--- config.mk ---
export PLATFORM = sky130hd
export DESIGN_NAME = btk_queue
export DESIGN_NICKNAME = d
export VERILOG_FILES = /design/src/rtl/btk_pkg.sv /design/src/rtl/btk_queue.sv
export SDC_FILE = /design/constraint.sdc
export NUM_CORES = 1
export LEC_CHECK = 0
export BUFFER_PORTS_ARGS = -buffer_cell sky130_fd_sc_hd__buf_2
export CAP_MARGIN = 20
export CORE_UTILIZATION = 56
export CTS_CLUSTER_DIAMETER = 50
export DETAILED_ROUTE_END_ITERATION = 10
export PLACE_DENSITY = 0.85
export SLEW_MARGIN = 40
export SYNTH_ARGS = -nofsm -noshare
export SYNTH_HDL_FRONTEND = slang
export SYNTH_SLANG_ARGS = --single-unit
--- constraint.sdc ---
create_clock -name clk_i -period 6 [get_ports clk_i]
set_clock_uncertainty 0.1 [all_clocks]
set_input_delay 0.6 -clock clk_i [delete_from_list [all_inputs] [get_ports clk_i]]
set_output_delay 0.6 -clock clk_i [all_outputs]
set_load 0.02 [all_outputs]
--- src/rtl/btk_pkg.sv ---
`timescale 1ns / 1ps

package btk_pkg;

  // Default sizing of the top level.
  localparam int DefMaxBeams = 16;
  localparam int DefMaxVocab = 65536;

  // Configuration port.
  localparam int CfgIdxW  = 8;
  localparam int CfgDataW = 32;

  localparam logic [CfgIdxW-1:0] CfgVocabIdx = 8'd0;
  localparam logic [CfgIdxW-1:0] CfgBeamIdx  = 8'd1;

  localparam int VocabW = 17;
  localparam int BeamCntW = 5;
  localparam int KeepW = 6;

  localparam logic [VocabW-1:0]   VocabReset = 17'd65536;
  localparam logic [BeamCntW-1:0] BeamReset  = 5'd4;

  // Field widths.
  localparam int ScoreW = 32;
  localparam int BeamIdxW = 4;
  localparam int TokenW = 16;

  // Depth of the queue between front and back.
  localparam int QueueDepth = 2;

  typedef logic signed [ScoreW-1:0] score_t;

  // One classified word, as the front hands it to the back.
  typedef struct packed {
    score_t                sum;
    logic [BeamIdxW-1:0]   beam;
    logic [TokenW-1:0]     token;
    logic                  last;
    logic [KeepW-1:0]      keep;
  } btk_item_t;

endpackage

--- src/rtl/btk_queue.sv ---
`timescale 1ns / 1ps

module btk_queue (
  input  logic               clk_i,
  input  logic               rst_ni,
  input  logic               push_valid_i,
  output logic               push_ready_o,
  input  btk_pkg::btk_item_t push_item_i,
  output logic               pop_valid_o,
  input  logic               pop_ready_i,
  output btk_pkg::btk_item_t pop_item_o
);
  import btk_pkg::*;

  localparam int PtrW = (QueueDepth > 1) ? $clog2(QueueDepth) : 1;
  localparam int CntW = $clog2(QueueDepth + 1);

  btk_item_t       slot_q [QueueDepth];
  logic [PtrW-1:0] wr_q, wr_d, rd_q, rd_d;
  logic [CntW-1:0] cnt_q, cnt_d;
  logic            push, pop;

  assign push_ready_o = cnt_q != CntW'(QueueDepth);
  assign pop_valid_o  = cnt_q != '0;
  assign pop_item_o   = slot_q[rd_q];
  assign push         = push_valid_i && push_ready_o;
  assign pop          = pop_valid_o && pop_ready_i;

  always_comb begin
    wr_d  = (wr_q == PtrW'(QueueDepth - 1)) ? '0 : wr_q + PtrW'(1);
    rd_d  = (rd_q == PtrW'(QueueDepth - 1)) ? '0 : rd_q + PtrW'(1);
    cnt_d = cnt_q + CntW'(push) - CntW'(pop);
  end

  always_ff @(posedge clk_i or negedge rst_ni) begin
    if (!rst_ni) begin
      wr_q  <= '0;
      rd_q  <= '0;
      cnt_q <= '0;
    end else begin
      if (push) wr_q <= wr_d;
      if (pop)  rd_q <= rd_d;
      cnt_q <= cnt_d;
    end
  end

  always_ff @(posedge clk_i) begin
    if (push) slot_q[wr_q] <= push_item_i;
  end

endmodule

==> results of run 1 <==
worst max path at each step:
stage                       from  slack, ns              to
global route                rd_q       3.14  pop_item_o[21]
CTS                         rd_q       3.21  pop_item_o[21]
detailed placement  push_valid_i       3.60   slot_q[1][31]
floorplan               cnt_q[0]       2.15    slot_q[0][0]
global placement    push_valid_i       3.66   slot_q[1][31]
finish                      rd_q       3.24  pop_item_o[49]
metrics by stage:
step                      setup slack (ns)  cell area (um^2)
after floorplan                       2.15              4500
after global placement                3.66              5200
after detailed placement              3.60              5200
after CTS                             3.21              5830
after global routing                  3.14              5830
final                                 3.24              5830
power breakdown:
group / switching (mW) / internal, mW
Combinational: 0.566 / 0.360
Clock: 0.335 / 0.707
Sequential: 0.0528 / 1.17
synth_stat cells, drive strengths merged:
cell type / n / area (um^2)
nor2b: 1 / 6.26
and3: 1 / 6.26
a32oi: 1 / 8.76
o21ai: 1 / 5.00
nand3: 1 / 5.00
or2: 1 / 6.26
nand2b: 1 / 6.26
mux2: 59 / 664
a211oi: 1 / 7.51
edfxtp: 118 / 3540
a21bo: 1 / 10.0
nand2: 2 / 7.51
nor2: 3 / 11.3
dfrtp: 4 / 100
xnor2: 3 / 26.3
ha: 1 / 12.5
buf: 7 / 72.6
layer usage:
layer,part of all wire,track usage,vias to the layer above
li1,-,-,1098
met1,0.41,0.218,1143
met2,0.53,0.327,87
met3,0.055,0.0638,5
met4,0.0075,0.0926,0
met5,0,0,-
flip-flops by register name, indices dropped and copies added (netlist names):
| name | count |
|---|---|
| cnt_q | 2 |
| slot_q | 118 |
| rd_q | 1 |
| wr_q | 1 |
layout make-up:
type	count	area [um^2]
Clock inverter	15	205
Clock buffer	17	414
Sequential cell	122	3640
Tap cell	102	128
Multi-Input combinational cell	77	792
Timing Repair Buffer	127	648
Fill cell	480	1940
logic make-up (layout without fill, tap and decap cells):
| kind of cell | count (synthesis) | count (layout) |
|---|---|---|
| flops | 122 | 122 |
| mux | 59 | 59 |
| simple gates | 10 | 10 |
| buf+inv | 7 | 159 |
| compound gates | 4 | 4 |
| xor+xnor | 3 | 3 |
| fa+ha+maj | 1 | 1 |
cell usage in the layout (no fill, tap or decap), types with 2 or more instances in the layout:
cell,count
clkinv_1,4
buf_2,123
nand2_1,2
dfrtp_1,3
clkinv_2,2
clkinvlp_4,4
xnor2_1,3
edfxtp_1,118
clkbuf_16,16
bufinv_16,5
buf_4,3
nor2_1,2
mux2_2,59
worst register-to-register path: stages, from the launching register on:
cell and delay [ns]:
dfrtp_1 0.46, nand2b_1 0.18, and3_2 0.64, buf_4 0.51
timing repair:
| action | CTS | global route |
|---|---|---|
| endpoints found under the hold margin | 4 | 0 |
| gates resized for setup | 0 | 0 |
| endpoints found under the setup margin | 0 | 0 |
| hold buffers | 1 | 0 |
==> key figures, run 1 <==
STA
  • Fmax: 363 MHz
  • Fin. Hold Viols: 0
  • Tightest Pin Transition: 0.782 ns
  • Period utilisation layout: 0.459
  • Setup TNS: 0 ns
  • Worst hold slack: 0.193 ns
  • RSZ-0062 raised after global routing: false
  • # setup viols final: 0
  • Slew Viols, Final: 0
  • Tmin final: 2.76 ns
  • Relative slew slack: 0.478

Synth
  • Compound-gate portion of the synthesized area: 0.00695
  • Post-synthesis average cell area: 21.8 um^2
  • Net count after synthesis: 270
  • Mapped Area: 0.00450 mm^2
  • Adder-cell share of the synthesized area: 0.00278
  • Mux cell area share after synthesis: 0.148
  • Seq/Total Area, Yosys: 0.810
  • Seq cells post-synth: 122
  • Synth Area in XOR/XNOR: 0.00584
  • Mapped Cells: 206
  • Synth cell types: 18
  • Synth warnings: 0
  • Synth Area in Simple Gates: 0.0108
  • Main combinational cell family by area after synthesis: multiplexers

Worst setup path
  • Crit. End Element: output port
  • Buf/Inv on CP: 2
  • Setup CP Type: flop to output port
  • Worst path cell trace: buf_4 -> mux2_2 -> buf_2
  • Critical path required time: 5.30 ns
  • Critical Path AT: 2.06 ns
  • Delay-heaviest family, CP: buffers and inverters
  • FF-to-FF End: slot_q[1][21]
  • Reg-to-Reg Start: cnt_q[0]
  • R2r setup slk: 3.74 ns
  • CP Launch Type: flop
  • Worst path max stage delay: 0.61 ns
  • CP max stage cell: buf_4
  • Worst path depth: 3
  • CP Max Fanout: 60
  • Worst Reg2Reg Path Length in Cells: 3

Global routing
  • First-pass GRT wire length: 11600 um
  • Number of global-route vias before repair: 2363
  • Initial antenna violation count: 0
  • Congestion Overflow GR: 0
  • Largest net degree at the start of global routing: 61
  • GRT Total Usage: 0.192

Worst hold path
  • WHS Path Cells: 1
  • Start point of the worst min-delay path: push_item_i[48]
  • Hold Path Class: input pin to flop
  • Hold endpoint: slot_q[1][48]

Power and ir drop
  • PwrDens: 547 mW/mm^2
  • Total power: 3.19 mW
  • Leakage: 2.22 nW
  • Max IR drop VDD: 0.434 mV

Layout
  • Nets: 409
  • Non-filler cells, final: 460
  • Diode count: 0
  • Final Util: 0.751
  • Layout cells sized above 1: 0.606
  • Layout area overhead: 29.6%

Drt
  • DR vias/cell: 5.07
  • Routed Antenna Nets: 0
  • DRC Markers: 0
  • First-pass iteration count of the detailed router: 4
  • Vias: 2333
  • DRT iter0 DRCs: 92
  • WL/cell: 16.5 um
  • Routed wire length: 7590 um

Clocking
  • CTS H-tree lvls: 4
  • Reg clk slew, reported paths: 0.06 ns
  • CTS Buf Count: 17
  • CTS max path bufs: 2
  • # Post-CTS Setup Buffers: 0
  • CTS sink cnt: 122
  • TritonCTS clock tree: yes
  • Worst skew pair latency: 0.49 ns
  • Root buf cell: clkbuf_8

Floorplanning
  • DIE HEIGHT: 91.6 um
  • Row count: 32
  • Starting density of the core: 0.579
  • Die Area: 0.00840 mm^2
  • Die span in x: 91.6 um
  • Core region area: 0.00777 mm^2
  • IO Pins: 124

Placed design
  • IO buf count: 123
  • Placed Cells: 427
  • Post-DP HPWL: 4790 um
  • RD Place Congestion: 0.733

Run
  • Max-cap violation count: 0

Run status
  • Run status: completed
(Power assumes the default switching activity.)
==> inputs of run 2 (changes only) <==
Settings changed: CORE_UTILIZATION 56 to 52, PLACE_DENSITY 0.85 to 0.79.
Clock period 6 ns to 2.7 ns, I/O delays scaled along.
==> key figures, run 2 (synthesis results as in run 1) <==
Drt
  • Routed Antenna Nets: 0 (unchanged)
  • Routed wire length: 8910 um (+17%)
  • DR vias/cell: 4.98 (-1.9%)
  • Vias: 2613 (+12%)
  • WL/cell: 17.0 um (+2.8%)
  • DRT iter0 DRCs: 107 (+16%)
  • First-pass iteration count of the detailed router: 4 (unchanged)
  • DRC Markers: 0 (unchanged)

Global routing
  • First-pass GRT wire length: 13400 um (+15%)
  • Gr busiest metal: met2
  • Number of global-route vias before repair: 2778 (+18%)
  • GRT Total Usage: 0.210 (+0.0179)
  • GR Util met1: 0.213 (-0.00532)
  • Largest net degree at the start of global routing: 61 (unchanged)
  • Met3 Resource Use GR: 0.0598 (-0.00404)
  • M2 GR Usage: 0.390 (+0.0632)
  • Initial antenna violation count: 0 (unchanged)
  • Congestion Overflow GR: 0 (unchanged)

Clocking
  • Root buf cell: clkbuf_8
  • CTS H-tree lvls: 4 (unchanged)
  • CTS Buf Count: 17 (unchanged)
  • CTS max path bufs: 2 (unchanged)
  • Worst skew pair latency: 0.49 ns (about the same)
  • Reg clk slew, reported paths: 0.05 ns (about the same)
  • # Post-CTS Setup Buffers: 0 (unchanged)
  • CTS sink cnt: 122 (unchanged)
  • TritonCTS clock tree: yes

Power and ir drop
  • Max IR drop VDD: 0.579 mV (+33%)
  • Total power: 7.31 mW (+130%)
  • Clock power frac: 0.331 (+0.004)
  • PwrDens: 1130 mW/mm^2 (+110%)
  • Combinational Power Share: 0.297 (+0.007)
  • Sequential share of power: 0.372 (-0.011)
  • Net switching fraction of the power: 0.296 (-0.00327)
  • Leakage: 2.51 nW (+13%)
  • Switch Pwr: 2.16 mW (+130%)
  • P_int: 5.15 mW (+130%)

Worst setup path
  • Crit. End Element: output port
  • CP max stage cell: mux2_2
  • Critical Path AT: 1.77 ns (-0.29 ns)
  • Critical path required time: 2.33 ns (-2.97 ns)
  • Setup CP Type: flop to output port
  • Worst path max stage delay: 0.39 ns (-0.22 ns)
  • Worst path cell trace: buf_12 -> mux2_2 -> buf_2
  • CP Max Fanout: 60 (unchanged)
  • CP Launch Type: flop
  • Worst Reg2Reg Path Length in Cells: 4 (+1)

Floorplanning
  • Starting density of the core: 0.542 (-0.0371)
  • Row count: 33 (+3.1%)
  • IO Pins: 124 (unchanged)
  • DIE HEIGHT: 95.0 um (+3.7%)
  • Die span in x: 95.0 um (+3.7%)
  • Core region area: 0.00830 mm^2 (+6.8%)
  • Die Area: 0.00903 mm^2 (+7.5%)

STA
  • Tightest Pin Transition: 0.445 ns (-0.337 ns)
  • Slew Viols, Final: 0 (unchanged)
  • Fin. Hold Viols: 0 (unchanged)
  • Fmax: 468 MHz
  • Final worst slack: 0.563 ns (-2.68 ns)
  • Relative slew slack: 0.703 (+0.225)
  • RSZ-0062 raised after global routing: false
  • # setup viols final: 0 (unchanged)
  • Period utilisation layout: 0.792
  • Worst hold slack: 0.0685 ns (-0.125 ns)
  • Tmin final: 2.14 ns
  • Setup TNS: 0 ns (unchanged)

Layout
  • Largest Register: slot_q
  • Commonest cells after routing, fill and taps aside: 123 x buf_2, 118 x edfxtp_1, 62 x dlygate4sd3_1, 59 x mux2_2, 16 x clkbuf_16
  • Nets: 472 (+15%)
  • # fillers: 465 (-3.1%)
  • Diode count: 0 (unchanged)
  • Layout area overhead: 44.4%
  • Max reg flops: 118 (unchanged)
  • Most common cell after layout, fill and taps aside: buf_2
  • Final instance area: 0.00649 mm^2 (+11%)
  • Layout cells sized above 1: 0.524 (-0.0823)
  • Top Registers: slot_q: 118 flops, cnt_q: 2 flops

Placed design
  • Post-DP HPWL: 4850 um (+1.4%)
  • RD Place Congestion: 0.672 (-8.4%)
  • Placement Setup Slack: 1.00 ns (-2.60 ns)
  • Cell Area, Placed: 0.00523 mm^2 (+0.60%)
  • IO buf count: 123 (unchanged)

Run status
  • Run status: completed

Worst hold path
  • WHS Path Cells: 3 (+2)
  • Hold Path Class: input pin to flop

Run
  • Max-cap violation count: 0 (unchanged)
[run 2: cell types whose count changed in the layout (fill, tap and decap cells not counted), sizes merged]
cell         change
buf              +2
clkinv           -1
bufinv           +1
inv              +1
dlygate4sd3     +61
clkinvlp         -2
[run 2: area by class of cell]
cell class	instances	area, um^2	area share
repair buffers	190	1290	0.198
clock buffers	17	414	0.0638
flip-flops and latches	122	3640	0.561
clock inverters	14	226	0.0349
multi-input cells	77	792	0.122
well taps	105	131	0.0202
[run 2: worst max-delay path, delay by kind of cell, from the launching register on]
kind,cells,cell delay (ns)
buffers and inverters,2,0.44
DFF,1,0.37
muxes,1,0.39
[run 2: metal layers]
layer	up-vias	routed length, um
li1	1227	-
met1	1274	3380
met2	99	4930
met3	13	446
met4	0	149
met5	-	0
[run 2: worst paths after layout]
check | from | endpoint | slack, ns
max in group asynchronous | rst_ni | rd_q | 1.72
min in group asynchronous | rst_ni | rd_q | 0.58
worst max-delay path | rd_q | pop_item_o[31] | 0.56
worst min-delay path | push_valid_i | wr_q | 0.07
worst min register to register | wr_q | wr_q | 0.45
worst max register to register | cnt_q[0] | slot_q[0][34] | 1.01
[run 2: metrics by stage]
| step | utilization | instances |
|---|---|---|
| after floorplan | - | 206 |
| after global placement | 0.631 | 432 |
| after detailed placement | 0.631 | 432 |
| after CTS | 0.783 | 525 |
| after global routing | 0.783 | 525 |
| final | 0.783 | 525 |
[run 2: power by group through the flow]
stage               Sequential (mW)  Clock [mW]  Combinational [mW]
floorplan                      2.72           0                1.54
global placement               2.72           0                2.09
detailed placement             2.75           0                2.11
CTS                            2.72        2.46                2.19
global route                   2.76        2.53                2.34
finish                         2.72        2.42                2.17
[run 2: timing repair]
| item | 4_1_cts | 5_1_grt |
|---|---|---|
| hold buffers | 62 | 0 |
| endpoints found under the setup margin | 0 | 0 |
| resized for setup | 0 | 0 |
| endpoints found under the hold margin | 123 | 0 |
