[config.mk]
export PLATFORM = sky130hd
export DESIGN_NAME = btk_front_flat
export DESIGN_NICKNAME = d
export VERILOG_FILES = /design/src/rtl/btk_pkg.sv /design/src/rtl/btk_if.sv /design/src/rtl/btk_front.sv /design/src/flat_wrapper.sv
export SDC_FILE = /design/constraint.sdc
export NUM_CORES = 1
export LEC_CHECK = 0
export BUFFER_PORTS_ARGS = -buffer_cell sky130_fd_sc_hd__buf_2
export CORE_ASPECT_RATIO = 0.8
export CORE_MARGIN = 2
export CORE_UTILIZATION = 54
export DETAILED_ROUTE_END_ITERATION = 6
export MAX_ROUTING_LAYER = met4
export PLACE_DENSITY = 0.89
export SYNTH_ARGS = -nofsm -noshare
export SYNTH_HDL_FRONTEND = slang
export SYNTH_SLANG_ARGS = --single-unit
[constraint.sdc]
create_clock -name clk_i -period 8.74 [get_ports clk_i]
set_input_delay 1.311 -clock clk_i [delete_from_list [all_inputs] [get_ports clk_i]]
set_output_delay 1.311 -clock clk_i [all_outputs]
set_load 0.01 [all_outputs]
[src/rtl/btk_pkg.sv]
`timescale 1ns / 1ps

package btk_pkg;

  // Default sizing of the top level.
  localparam int DefMaxBeams = 16;
  localparam int DefMaxVocab = 65536;

  // Configuration port.
  localparam int CfgIdxW  = 8;
  localparam int CfgDataW = 32;

  localparam logic [CfgIdxW-1:0] CfgVocabIdx = 8'd0;
  localparam logic [CfgIdxW-1:0] CfgBeamIdx  = 8'd1;

  localparam int VocabW = 17;
  localparam int BeamCntW = 5;
  localparam int KeepW = 6;

  localparam logic [VocabW-1:0]   VocabReset = 17'd65536;
  localparam logic [BeamCntW-1:0] BeamReset  = 5'd4;

  // Field widths.
  localparam int ScoreW = 32;
  localparam int BeamIdxW = 4;
  localparam int TokenW = 16;

  // Depth of the queue between front and back.
  localparam int QueueDepth = 2;

  typedef logic signed [ScoreW-1:0] score_t;

  // One classified word, as the front hands it to the back.
  typedef struct packed {
    score_t                sum;
    logic [BeamIdxW-1:0]   beam;
    logic [TokenW-1:0]     token;
    logic                  last;
    logic [KeepW-1:0]      keep;
  } btk_item_t;

endpackage

[src/rtl/btk_if.sv]
`timescale 1ns / 1ps

interface btk_in_if;
  import btk_pkg::*;
  logic   valid;
  logic   ready;
  score_t token_score;
  score_t beam_score;
  logic   row_last;
  modport source (output valid, output token_score, output beam_score, output row_last,
                  input ready);
  modport sink   (input valid, input token_score, input beam_score, input row_last,
                  output ready);
endinterface


[src/rtl/btk_front.sv]
`timescale 1ns / 1ps

module btk_front #(
  parameter int MAX_BEAMS = btk_pkg::DefMaxBeams,
  parameter int MAX_VOCAB = btk_pkg::DefMaxVocab
) (
  input  logic                         clk_i,
  input  logic                         rst_ni,
  btk_in_if.sink                       in_i,
  input  logic [btk_pkg::VocabW-1:0]   vocab_count_i,
  input  logic [btk_pkg::BeamCntW-1:0] beam_count_i,
  output logic                         push_valid_o,
  input  logic                         push_ready_i,
  output btk_pkg::btk_item_t           push_item_o
);
  import btk_pkg::*;

  localparam int TokCW  = ($clog2(MAX_VOCAB) > TokenW) ? $clog2(MAX_VOCAB) : TokenW;
  localparam int BeamCW = ($clog2(MAX_BEAMS) > BeamIdxW) ? $clog2(MAX_BEAMS) : BeamIdxW;
  localparam int BeamCW1 = BeamCW + 1;
  localparam int VEffW  = ($clog2(MAX_VOCAB + 1) > VocabW) ? $clog2(MAX_VOCAB + 1) : VocabW;
  localparam int CmpW   = (TokCW + 1 > VEffW) ? TokCW + 1 : VEffW;
  localparam int BClW   = BeamCntW + 1;

  logic [TokCW-1:0]  tok_q, tok_d;
  logic [BeamCW-1:0] beam_q, beam_d;

  logic [VEffW-1:0]   vocab_ext, vocab_eff;
  logic [CmpW-1:0]    tok_inc;
  logic               tok_wrap;
  logic [BeamCW1-1:0] beam_inc;
  logic               beam_wrap;
  logic [BClW-1:0]    beams_ext, beams_eff;
  logic [BClW:0]      keep_wide;
  logic signed [ScoreW:0] sum_wide;
  score_t             sum_sat;
  logic               accept;

  assign in_i.ready   = push_ready_i;
  assign push_valid_o = in_i.valid;
  assign accept       = in_i.valid && push_ready_i;

  // Saturating add of token and beam score.
  always_comb begin
    sum_wide = {in_i.token_score[ScoreW-1], in_i.token_score}
             + {in_i.beam_score[ScoreW-1], in_i.beam_score};
    if (sum_wide[ScoreW] != sum_wide[ScoreW-1]) begin
      sum_sat = sum_wide[ScoreW] ? {1'b1, {(ScoreW-1){1'b0}}} : {1'b0, {(ScoreW-1){1'b1}}};
    end else begin
      sum_sat = sum_wide[ScoreW-1:0];
    end
  end

  // Clamp the registers to their usable ranges.
  always_comb begin
    vocab_ext = VEffW'(vocab_count_i);
    if (vocab_ext == '0) begin
      vocab_eff = VEffW'(1);
    end else if (vocab_ext > VEffW'(MAX_VOCAB)) begin
      vocab_eff = VEffW'(MAX_VOCAB);
    end else begin
      vocab_eff = vocab_ext;
    end

    beams_ext = BClW'(beam_count_i);
    if (beams_ext < BClW'(2)) begin
      beams_eff = BClW'(2);
    end else if (beams_ext > BClW'(MAX_BEAMS)) begin
      beams_eff = BClW'(MAX_BEAMS);
    end else begin
      beams_eff = beams_ext;
    end
    keep_wide = {beams_eff, 1'b0};
  end

  // Position counters stand in for divide and modulo by the vocabulary size.
  always_comb begin
    tok_inc   = CmpW'(tok_q) + CmpW'(1);
    tok_wrap  = tok_inc >= CmpW'(vocab_eff);
    beam_inc  = BeamCW1'(beam_q) + BeamCW1'(1);
    beam_wrap = beam_inc >= BeamCW1'(MAX_BEAMS);
    if (in_i.row_last) begin
      tok_d  = '0;
      beam_d = '0;
    end else if (tok_wrap) begin
      tok_d  = '0;
      beam_d = beam_wrap ? '0 : beam_inc[BeamCW-1:0];
    end else begin
      tok_d  = tok_inc[TokCW-1:0];
      beam_d = beam_q;
    end
  end

  always_ff @(posedge clk_i or negedge rst_ni) begin
    if (!rst_ni) begin
      tok_q  <= '0;
      beam_q <= '0;
    end else if (accept) begin
      tok_q  <= tok_d;
      beam_q <= beam_d;
    end
  end

  always_comb begin
    push_item_o.sum   = sum_sat;
    push_item_o.beam  = beam_q[BeamIdxW-1:0];
    push_item_o.token = tok_q[TokenW-1:0];
    push_item_o.last  = in_i.row_last;
    push_item_o.keep  = keep_wide[KeepW-1:0];
  end

endmodule

[src/flat_wrapper.sv]
// flat-port wrapper written by rule: the top's interface ports become plain ports
module btk_front_flat import btk_pkg::*;
#(
  parameter int MAX_BEAMS = btk_pkg::DefMaxBeams,
  parameter int MAX_VOCAB = btk_pkg::DefMaxVocab
)
  (clk_i, rst_ni, vocab_count_i, beam_count_i, push_valid_o, push_ready_i, push_item_o, in_i_valid, in_i_token_score, in_i_beam_score, in_i_row_last, in_i_ready);
  btk_in_if in_i_i ();
  input  logic clk_i;
  input  logic rst_ni;
  input  logic [btk_pkg::VocabW-1:0] vocab_count_i;
  input  logic [btk_pkg::BeamCntW-1:0] beam_count_i;
  output logic push_valid_o;
  input  logic push_ready_i;
  output btk_pkg::btk_item_t push_item_o;
  input wire logic [$bits(in_i_i.valid)-1:0] in_i_valid;
  input wire logic [$bits(in_i_i.token_score)-1:0] in_i_token_score;
  input wire logic [$bits(in_i_i.beam_score)-1:0] in_i_beam_score;
  input wire logic [$bits(in_i_i.row_last)-1:0] in_i_row_last;
  output wire logic [$bits(in_i_i.ready)-1:0] in_i_ready;
  assign in_i_i.valid = in_i_valid;
  assign in_i_i.token_score = in_i_token_score;
  assign in_i_i.beam_score = in_i_beam_score;
  assign in_i_i.row_last = in_i_row_last;
  assign in_i_ready = in_i_i.ready;
  btk_front #(.MAX_BEAMS(MAX_BEAMS), .MAX_VOCAB(MAX_VOCAB)) u_core (.clk_i(clk_i), .rst_ni(rst_ni), .in_i(in_i_i), .vocab_count_i(vocab_count_i), .beam_count_i(beam_count_i), .push_valid_o(push_valid_o), .push_ready_i(push_ready_i), .push_item_o(push_item_o));
endmodule
==> flow_metrics.tcl, run 1 <==
set metrics [dict create \
    status "finished clean" \
    p_leak_nw 2.34 \
    p_clk_frac 0.173 \
    io_buffers 150 \
    rsz0062_at_grt "no" \
    ant_nets 0 \
    relSlewSlack 0.274 \
    startpoint_type "input pin" \
    post_cts_resize_count 0 \
    dp_slack_ps 3140 \
    area_growth_pct 20.5 \
    met1_length_um 4980 \
    finalWorstSetupSlack_ps 3090 \
    place.gp.congestion 0.961 \
    final_cell_count_no_fill 723 \
    power_frac_comb 0.628 \
    power_switching_uw 234 \
    p_seq_frac 0.199 \
    grt_usage 0.286 \
    finalSetupTns_ps 0 \
    hold_slack_ps 573 \
    synth.largest_area_cell "ha_1" \
    synth_area_leaders "ha_1 (17%), dfrtp_1 (13%), nand2_1 (7.4%)" \
    dieWidth_um 97.7 \
    switching_share 0.436 \
    period_needed_ps 5650 \
    synthCells 506 \
    coreArea_um2 6860 \
    max-cap-violations 0 \
    cts_hold_buffers 0 \
    grt_pass1_wl_um 18300 \
    drt-total-wl_um 11200 \
    fin_skew_ps 2.99 \
    clockRootBuffer "clkbuf_8" \
    cts_buffers 3 \
    grt_pass1_vias 4005 \
    highest_layer "met4" \
    syn_area_um2 3790 \
    synth-xor-area-share 0.0970 \
    synth_compound_area_frac 0.306 \
    tritoncts "yes" \
    tightest_slew_ps 1060 \
    synthSimpleGateAreaFrac 0.222 \
    num_rows 27 \
    finalSetupViolCount 0 \
    worst_ep_required_time_ps 7430 \
    drc 0 \
    drt_iter0_drc 277 \
    die_h_um 79.0 \
    synthMuxAreaShare 0.00858 \
    synthDistinctLibCells 71 \
    clk_pin_slew_ps 80 \
    drive_gt1_frac 0.281 \
    fillCellCount 594 \
    synth.top_cells.by_count "nand2_1 (75), ha_1 (51), a21oi_1 (40)" \
    hpwl_um 9290 \
    grt_overflow 0 \
    synth_edf_count 0 \
    wire_per_inst_um 15.5 \
    cts_sinks 20 \
    synth_ff_type "dfrtp_1" \
    wl_met2_um 5140 \
    syn_nets 649 \
    ys_ff_latch 20 \
    synth_top_area_share 0.168 \
    async_flop_share 1.00 \
    hold_class "reg2reg" \
    crit_fanout 25 \
    die-area_um2 7710 \
    max_freq_ghz 0.177 \
    pin_count 152 \
    syn_area_per_cell_um2 7.49 \
    irDropWorstVdd_mv 0.144 \
    p_int_uw 303 \
    arrival_ps 4340 \
    start_util 0.553 \
    grt_max_degree 30 \
    antenna_found_initial 0 \
    first_pass_iters 5 \
    synth_top_family_by_area "compound AO/OA/AOI/OAI gates" \
    end_kind "output port" \
    finalNetCount 780 \
    critPathKind "in2out" \
    synth_warnings 0 \
    num_antenna_cells 0 \
    cts_setup_buffers 0 \
    cellPowerDensity_nw_per_um2 118 \
    via_per_inst 6.00 \
    drv_slew 0 \
    clockBufferDepth 2 \
    ys_seq_area_frac 0.132 \
    p_total_uw 538 \
    synth_most_common_cell "nand2_1" \
    htreeDepth 1 \
    synth-adder-area-share 0.174 \
    finalCritPeriodShare 0.646 \
    vias 4341 \
    clock_latency_ps 260 \
    hold_viol 0 \
    wl_met3_um 943 \
    dp_cells 719 \
]
## stage by stage
step,utilization,instance area [µm²]
5_1_grt,0.666,4570
3_5_place_dp,0.656,4500
6_report,0.666,4570
2_1_floorplan,-,3790
3_3_place_gp,0.656,4500
4_1_cts,0.666,4570
## logic make-up after synthesis
group,count (synthesis)
other cells,1
mux,2
buf+inv,44
xor+xnor,42
fa+ha+maj,52
compound gates,167
simple gates,178
flops,20
## worst max-delay path: stages
cell and delay, ps:
buf_2 100, ha_1 370, a21oi_1 280, inv_1 80
a311o_1 340, a221o_1 340, a21oi_2 220, o2111ai_2 210
mux2i_4 710, o21ai_0 190, buf_2 180
## cell usage in the layout, fill, tap and decap left out, types with 3 or more instances in the layout
cell       synthesis  routed
a21oi_1           40      40
xnor2_1           25      25
a21o_1            22      22
and3_1             7       7
o32ai_1            3       3
a31oi_1            6       6
dfrtp_1           20      20
nor3_1             6       6
o21bai_1           4       4
o21ai_1            3       3
nor2_1            28      28
o21a_1             3       3
nand2b_1           3       3
or3_1              5       5
nand3_1           18      18
nand2_1           75      75
and2_1             8       8
inv_1             20      20
nor2b_1            9       9
clkbuf_8           0       3
xor2_1            17      17
a21oi_2           10      10
o2bb2ai_1          5       5
nor4_1             4       4
nand4_1            7       7
o21ai_2            3       3
o21ai_0           36      36
a211o_1            3       3
buf_2              4     150
ha_1              51      51
## power by group through the flow
stage	Clock [mW]	Sequential (mW)	Combinational (mW)
finish	0.0932	0.107	0.338
detailed placement	0	0.108	0.333
CTS	0.0940	0.107	0.334
global placement	0	0.108	0.323
floorplan	0	0.109	0.228
global route	0.0989	0.108	0.373
## registers in the layout, summed over array words and instances (netlist names)
name           flops
u_core.tok_q      16
u_core.beam_q      4
## path summary, 6_finish.rpt
kind	from	end	slack, ps	cells past startpoint
max reg2reg	u_core.tok_q[0]	u_core.tok_q[2]	4740	13
min reg2reg	u_core.beam_q[3]	u_core.beam_q[3]	570	1
min in group asynchronous	rst_ni	u_core.tok_q[5]	990	1
max	in_i_beam_score[23]	push_item_o[31]	3090	11
min	u_core.beam_q[3]	u_core.beam_q[3]	570	1
max in group asynchronous	rst_ni	u_core.tok_q[9]	7440	1
## routing by layer
| metal | up-vias | global-route usage |
|---|---|---|
| met3 | 22 | 0.0335 |
| met4 | 0 | 0.0389 |
| li1 | 2101 | - |
| met5 | - | - |
| met1 | 1996 | 0.389 |
| met2 | 222 | 0.474 |
## layout make-up
type,instances,area (µm²),area share
tap,87,109,0.0238
multi-input combinational,442,3060,0.670
timing repair buffer,150,751,0.164
clock inverter,1,30.0,0.00657
inverter,20,75.1,0.0164
sequential,20,500,0.109
clock buffer,3,41.3,0.00903
Note: power is estimated with default switching activity, not from simulation.
==> run 2: changes to the inputs <==
ABC_AREA = 1   (was unset)
CORE_UTILIZATION = 52   (was 54)
PLACE_DENSITY = 0.84   (was 0.89)
clock period = 5.5 ns   (was 8.74 ns; I/O delays follow)
==> run 2 against run 1 <==
Compared with the run above:
- sequential share of layout area fell by 1.3 points
- clock-buffer cell count unchanged
- design area grew 14%
- routed wire length grew 13%
- largest power group unchanged
- highest routed layer unchanged
==> flow_metrics.tcl, run 2 <==
set metrics [dict create \
    status "finished clean" \
    cts_buffers 3 \
    max-cap-violations 0 \
    num_rows 29 \
    htreeDepth 1 \
    r2r_start "u_core.tok_q[0]" \
    clockBufferDepth 2 \
    die-area_um2 9180 \
    synth_most_common_cell "nand2_1" \
    worst_ep_required_time_ps 4680 \
    cellPowerDensity_nw_per_um2 163 \
    syn_nets 886 \
    io_buffers 150 \
    ys_seq_area_frac 0.114 \
    ys_ff_latch 20 \
    ant_nets 0 \
    p_leak_nw 3.18 \
    hold_viol 0 \
    relSlewSlack 0.438 \
    hold_class "in2async" \
    finalSetupViolCount 0 \
    critPathKind "in2out" \
    grt_pass1_vias 4682 \
    synth_warnings 0 \
    syn_area_per_cell_um2 5.90 \
    area_growth_pct 18.7 \
    first_pass_iters 5 \
    placed_cell_area_um2 5160 \
    grt_pass1_wl_um 20800 \
    cts_setup_buffers 0 \
    post_cts_resize_count 0 \
    syn_area_um2 4380 \
    largest_register_ff_count 16 \
    mostFrequentLayoutCells "nand2_1 (283), buf_2 (150), inv_1 (96)" \
    crit_fanout 31 \
    vias 5196 \
    hpwl_um 10700 \
    drive_gt1_frac 0.234 \
    finalNetCount 1026 \
    final_common_cell "nand2_1" \
    startpoint_type "input pin" \
    synth_ff_type "dfrtp_1" \
    r2r_slack_ps 1900 \
    critPathCapture "push_item_o[38]" \
    dieWidth_um 107 \
    synth_area_leaders "nand2_1 (24%), ha_1 (15%), dfrtp_1 (11%)" \
    regMostFlops "u_core.tok_q" \
    end_kind "output port" \
    drt_iter0_drc 426 \
    pin_count 152 \
    cp-startpoint "in_i_beam_score[0]" \
    fillCellCount 810 \
    coreArea_um2 8060 \
    grt_overflow 0 \
    p_total_uw 848 \
    wire_per_inst_um 12.8 \
    die_h_um 86.1 \
    irDropWorstVdd_mv 0.151 \
    finalCritPeriodShare 0.705 \
    rsz0062_at_grt "no" \
    drc 0 \
    synth_edf_count 0 \
    arrival_ps 3050 \
    antenna_found_initial 0 \
    num_antenna_cells 0 \
    clk_pin_slew_ps 80 \
    synth.largest_area_cell "nand2_1" \
    period_needed_ps 3880 \
    drv_slew 0 \
    cts_sinks 20 \
    r2r_cells 17 \
    cts_hold_buffers 0 \
    synthCells 743 \
    fin_skew_ps 5.12 \
    finalSetupTns_ps 0 \
    via_per_inst 5.25 \
    max_freq_ghz 0.258 \
    clock_latency_ps 260 \
    place.gp.congestion 0.978 \
    tightest_slew_ps 842 \
    stdcell_area_um2 5200 \
    grt_usage 0.279 \
    r2r-end "u_core.beam_q[1]" \
    reg_top3 "u_core.tok_q x16, u_core.beam_q x4" \
    drt-total-wl_um 12700 \
    synthDistinctLibCells 42 \
    grt_max_degree 32 \
    clockRootBuffer "clkbuf_8" \
    tritoncts "yes" \
    synth.top_cells.by_count "nand2_1 (283), inv_1 (96), nor2_1 (63)" \
    synth_top_area_share 0.243 \
    async_flop_share 1.00 \
    start_util 0.544 \
]
## run 2: cell types whose count changed in the layout (fill, tap and decap cells not counted), sizes merged, moves of 9 or more
cell / delta
nand2: +232
inv: +81
nor2: +42
a21o: -21
o21ai: -20
xnor2: -20
a21oi: -14
and2: -9
nor2b: -9
xor2: +9
## run 2: through the flow
stage / utilization / setup slack [ps] / hold WS [ps] / std cells
5_1_grt: 0.645 / 1470 / 539 / 989
2_1_floorplan: - / 2170 / 529 / 743
3_5_place_dp: 0.640 / 1630 / 531 / 986
3_3_place_gp: 0.640 / 1710 / 525 / 986
4_1_cts: 0.645 / 1630 / 524 / 989
6_report: 0.645 / 1620 / 505 / 989
## run 2: final cells by class
| cell class | instances | area [µm²] | area share |
|---|---|---|---|
| sequential | 20 | 500 | 0.0963 |
| inverter | 101 | 379 | 0.0729 |
| tap | 108 | 135 | 0.0260 |
| multi-input combinational | 607 | 3390 | 0.652 |
| timing repair buffer | 150 | 751 | 0.144 |
| clock buffer | 3 | 41.3 | 0.00794 |
## run 2: how the worst min path moves through the flow
stage / slack [ps] / startpoint / end / depth (start not counted)
6_report: 500 / rst_ni / u_core.tok_q[6] / 1
5_1_grt: 540 / rst_ni / u_core.tok_q[6] / 1
4_1_cts: 520 / rst_ni / u_core.tok_q[6] / 1
3_5_place_dp: 530 / u_core.tok_q[14] / u_core.tok_q[14] / 2
3_3_place_gp: 520 / u_core.tok_q[14] / u_core.tok_q[14] / 2
2_1_floorplan: 530 / rst_ni / u_core.beam_q[0] / 0
## run 2: cells by family (layout without fill, tap and decap cells)
kind of cell | Yosys count | count (layout) | share of synthesized area
AOI/OAI and AO/OA | 83 | 83 | 0.117
DFF | 20 | 20 | 0.114
and+or+nand+nor | 440 | 440 | 0.444
adders and majority gates | 52 | 52 | 0.150
xor gates and xnor gates | 31 | 31 | 0.0620
other | 1 | 1 | 0.000856
buffers and inverters | 116 | 254 | 0.112
## run 2: routing by layer
layer  global-route usage  vias to the layer above  part of all wire
met3               0.0198                       11             0.099
met2                0.448                      250              0.43
met5                    -                        -                 0
met1                0.396                     2305              0.46
li1                     -                     2630                 -
met4               0.0366                        0            0.0075
## run 2: worst max-delay path, cell delays in order
cell     delay [ps]
buf_2            90
ha_1            170
inv_1            60
fa_1            390
inv_1           100
nand2_1          70
nand2_1          80
nand3_1          80
nand2_2         120
nand2_2          60
nand2_2         100
nand2_4          70
nand3_1         120
nand2_4          90
nand2_4         330
nand2_1         140
buf_2           160
## run 2: where the power goes
| part | total [mW] | switching (mW) | internal [mW] |
|---|---|---|---|
| sequential | 0.166 | 0.0105 | 0.155 |
| combinational | 0.583 | 0.360 | 0.222 |
| clock | 0.100 | 0.0512 | 0.0490 |
==> run 3: changes to the inputs <==
ABC_AREA = 0   (was 1)
CORE_UTILIZATION = 46   (was 52)
PLACE_DENSITY = 0.81   (was 0.84)
clock period = 3.4 ns   (was 5.5 ns; I/O delays follow)
==> run 3 against run 2 <==
Compared with the run above:
- the run now ends with negative setup slack left
- clock power up 62%
- combinational power grew 140%
- sequential cell count unchanged
- critical path depth is 2 lower
- global-route usage up 4.8 points
- clock-buffer cell count did not move
- largest power group unchanged
==> flow_metrics.tcl, run 3 (same netlist as run 1, synthesis figures left out) <==
set metrics [dict create \
    status "finished, violations left" \
    violations "negative setup slack" \
    final_cell_count_no_fill 860 \
    crit_slowest_cell "o311ai_2" \
    coreArea_um2 7980 \
    hpwl_um 10600 \
    antenna_found_initial 1 \
    grt_pass1_wl_um 23500 \
    final_common_cell "buf_2" \
    cpPeakStageDelay_ps 270 \
    fin_skew_ps 10.2 \
    cts_sinks 20 \
    p_leak_nw 3.05 \
    die-area_um2 8990 \
    num_rows 29 \
    critPathKind "in2out" \
    pin_count 152 \
    rsz0062_at_grt "yes" \
    path_cells "buf_6 -> ha_4 -> a21oi_4 -> a21oi_2 -> buf_4 -> o311ai_2 -> buf_4 -> a21o_1 -> a31oi_4 -> a21bo_4 -> xor2_4 -> nand2_8 -> buf_12 -> a21oi_2 -> buf_2" \
    finalWorstSetupSlack_ps -265 \
    worst_path_dominant_cell_family "compound AO/OA/AOI/OAI gates" \
    drive_gt1_frac 0.497 \
    tritoncts "yes" \
    htreeDepth 1 \
    reg_top3 "u_core.tok_q x16, u_core.beam_q x4" \
    p_total_mw 1.82 \
    io_buffers 150 \
    grt_usage 0.327 \
    clock_latency_ps 260 \
    drt-total-wl_um 17400 \
    startpoint_type "input pin" \
    cp_num_buf_inv 5 \
    regMostFlops "u_core.tok_q" \
    r2r_start "u_core.tok_q[3]" \
    clockBufferDepth 2 \
    grt_overflow 0 \
    r2r-end "u_core.tok_q[11]" \
    die_h_um 85.2 \
    start_util 0.475 \
    r2r_slack_ps -160 \
    relSlewSlack 0.564 \
    max_freq_ghz 0.273 \
    mostFrequentLayoutCells "buf_2 (136), buf_4 (98), nand2_1 (70)" \
    r2r_cells 12 \
    clk_pin_slew_ps 80 \
    post-route-util 0.787 \
    cts_buffers 3 \
    dieWidth_um 106 \
    cts_hold_buffers 0 \
    finalNetCount 896 \
    largest_register_ff_count 16 \
    grt_max_degree 21 \
    cellPowerDensity_nw_per_um2 290 \
    vias 5391 \
    drt_iter0_drc 628 \
    crit_cells 15 \
    area_growth_pct 65.7 \
    wire_per_inst_um 20.2 \
    period_needed_ps 3670 \
    arrival_ps 3160 \
    drv_slew 0 \
    hold_viol 0 \
    via_per_inst 6.27 \
    first_pass_iters 7 \
    finalSetupViolCount 32 \
    finalCritPeriodShare 1.08 \
    crit_fanout 7 \
    end_kind "output port" \
    worst_ep_required_time_ps 2890 \
    grt_pass1_vias 4948 \
    tightest_slew_ps 655 \
    max-cap-violations 0 \
    irDropWorstVdd_mv 0.226 \
    hold_class "in2async" \
    drc 0 \
    ant_nets 0 \
    dp_cells 832 \
    clockRootBuffer "clkbuf_8" \
    place.gp.congestion 1.03 \
]
run 3: cell types whose count changed in the layout (fill, tap and decap cells not counted), moves of 21 or more:
cell	delta
nand2_1	-213
buf_4	+98
inv_1	-77
nor2_1	-37
buf_6	+27
a21o_1	+21
run 3: worst max path at each step:
stage                        startpoint              end  slack [ps]
floorplan            in_i_beam_score[0]  push_item_o[42]          70
global placement     in_i_beam_score[0]  push_item_o[43]        -230
detailed placement   in_i_beam_score[0]  push_item_o[45]        -330
CTS                 in_i_token_score[0]  push_item_o[52]         -40
global route        in_i_token_score[2]  push_item_o[35]        -300
finish              in_i_token_score[2]  push_item_o[36]        -270
run 3: cell type report:
cell class                 instances  area [µm²]
timing repair buffer             266        1820
fill                             484        1700
tap                              108         135
multi-input combinational        442        3710
inverter                          20        77.6
sequential                        20         500
antenna                            1        2.50
clock buffer                       3        41.3
run 3: routing by layer:
metal | part of all wire | vias up | routed length (µm) | GRT usage
met1 | 0.37 | 2449 | 6380 | 0.407
met2 | 0.47 | 476 | 8100 | 0.533
met3 | 0.11 | 132 | 1880 | 0.0545
met4 | 0.059 | 0 | 1030 | 0.127
li1 | - | 2334 | - | -
met5 | 0 | - | 0 | -
run 3: repair_timing:
action	4_1_cts	5_1_grt
endpoints found under the setup margin	35	45
cloned	2	0
gates resized for setup	77	79
buffers inserted	15	10
pin swaps	28	40
run 3: stage by stage:
step                setup TNS (ps)  instance area (µm²)  hold WS (ps)  setup slack [ps]
floorplan                        0                 3790           214              67.9
global placement             -6930                 5220           477              -228
detailed placement          -11270                 5220           493              -334
CTS                           -352                 5800           214             -42.5
global route                 -7210                 6280           251              -300
finish                       -6420                 6280           211              -265
run 3: worst register-to-register path, cell delays in order (launching register included):
cell and delay (ps):
dfrtp_1 440, and3_1 230, and3_1 300, nand3_1 190
buf_4 200, nor2_1 130, xnor2_1 160, ha_1 290
a21o_1 190, a211o_1 280, a41o_1 260, or2_4 300
o32ai_1 450
run 3: where the power goes:
group | internal, mW | switching (mW)
clock network | 0.0791 | 0.0826
logic | 0.662 | 0.727
registers | 0.252 | 0.0195
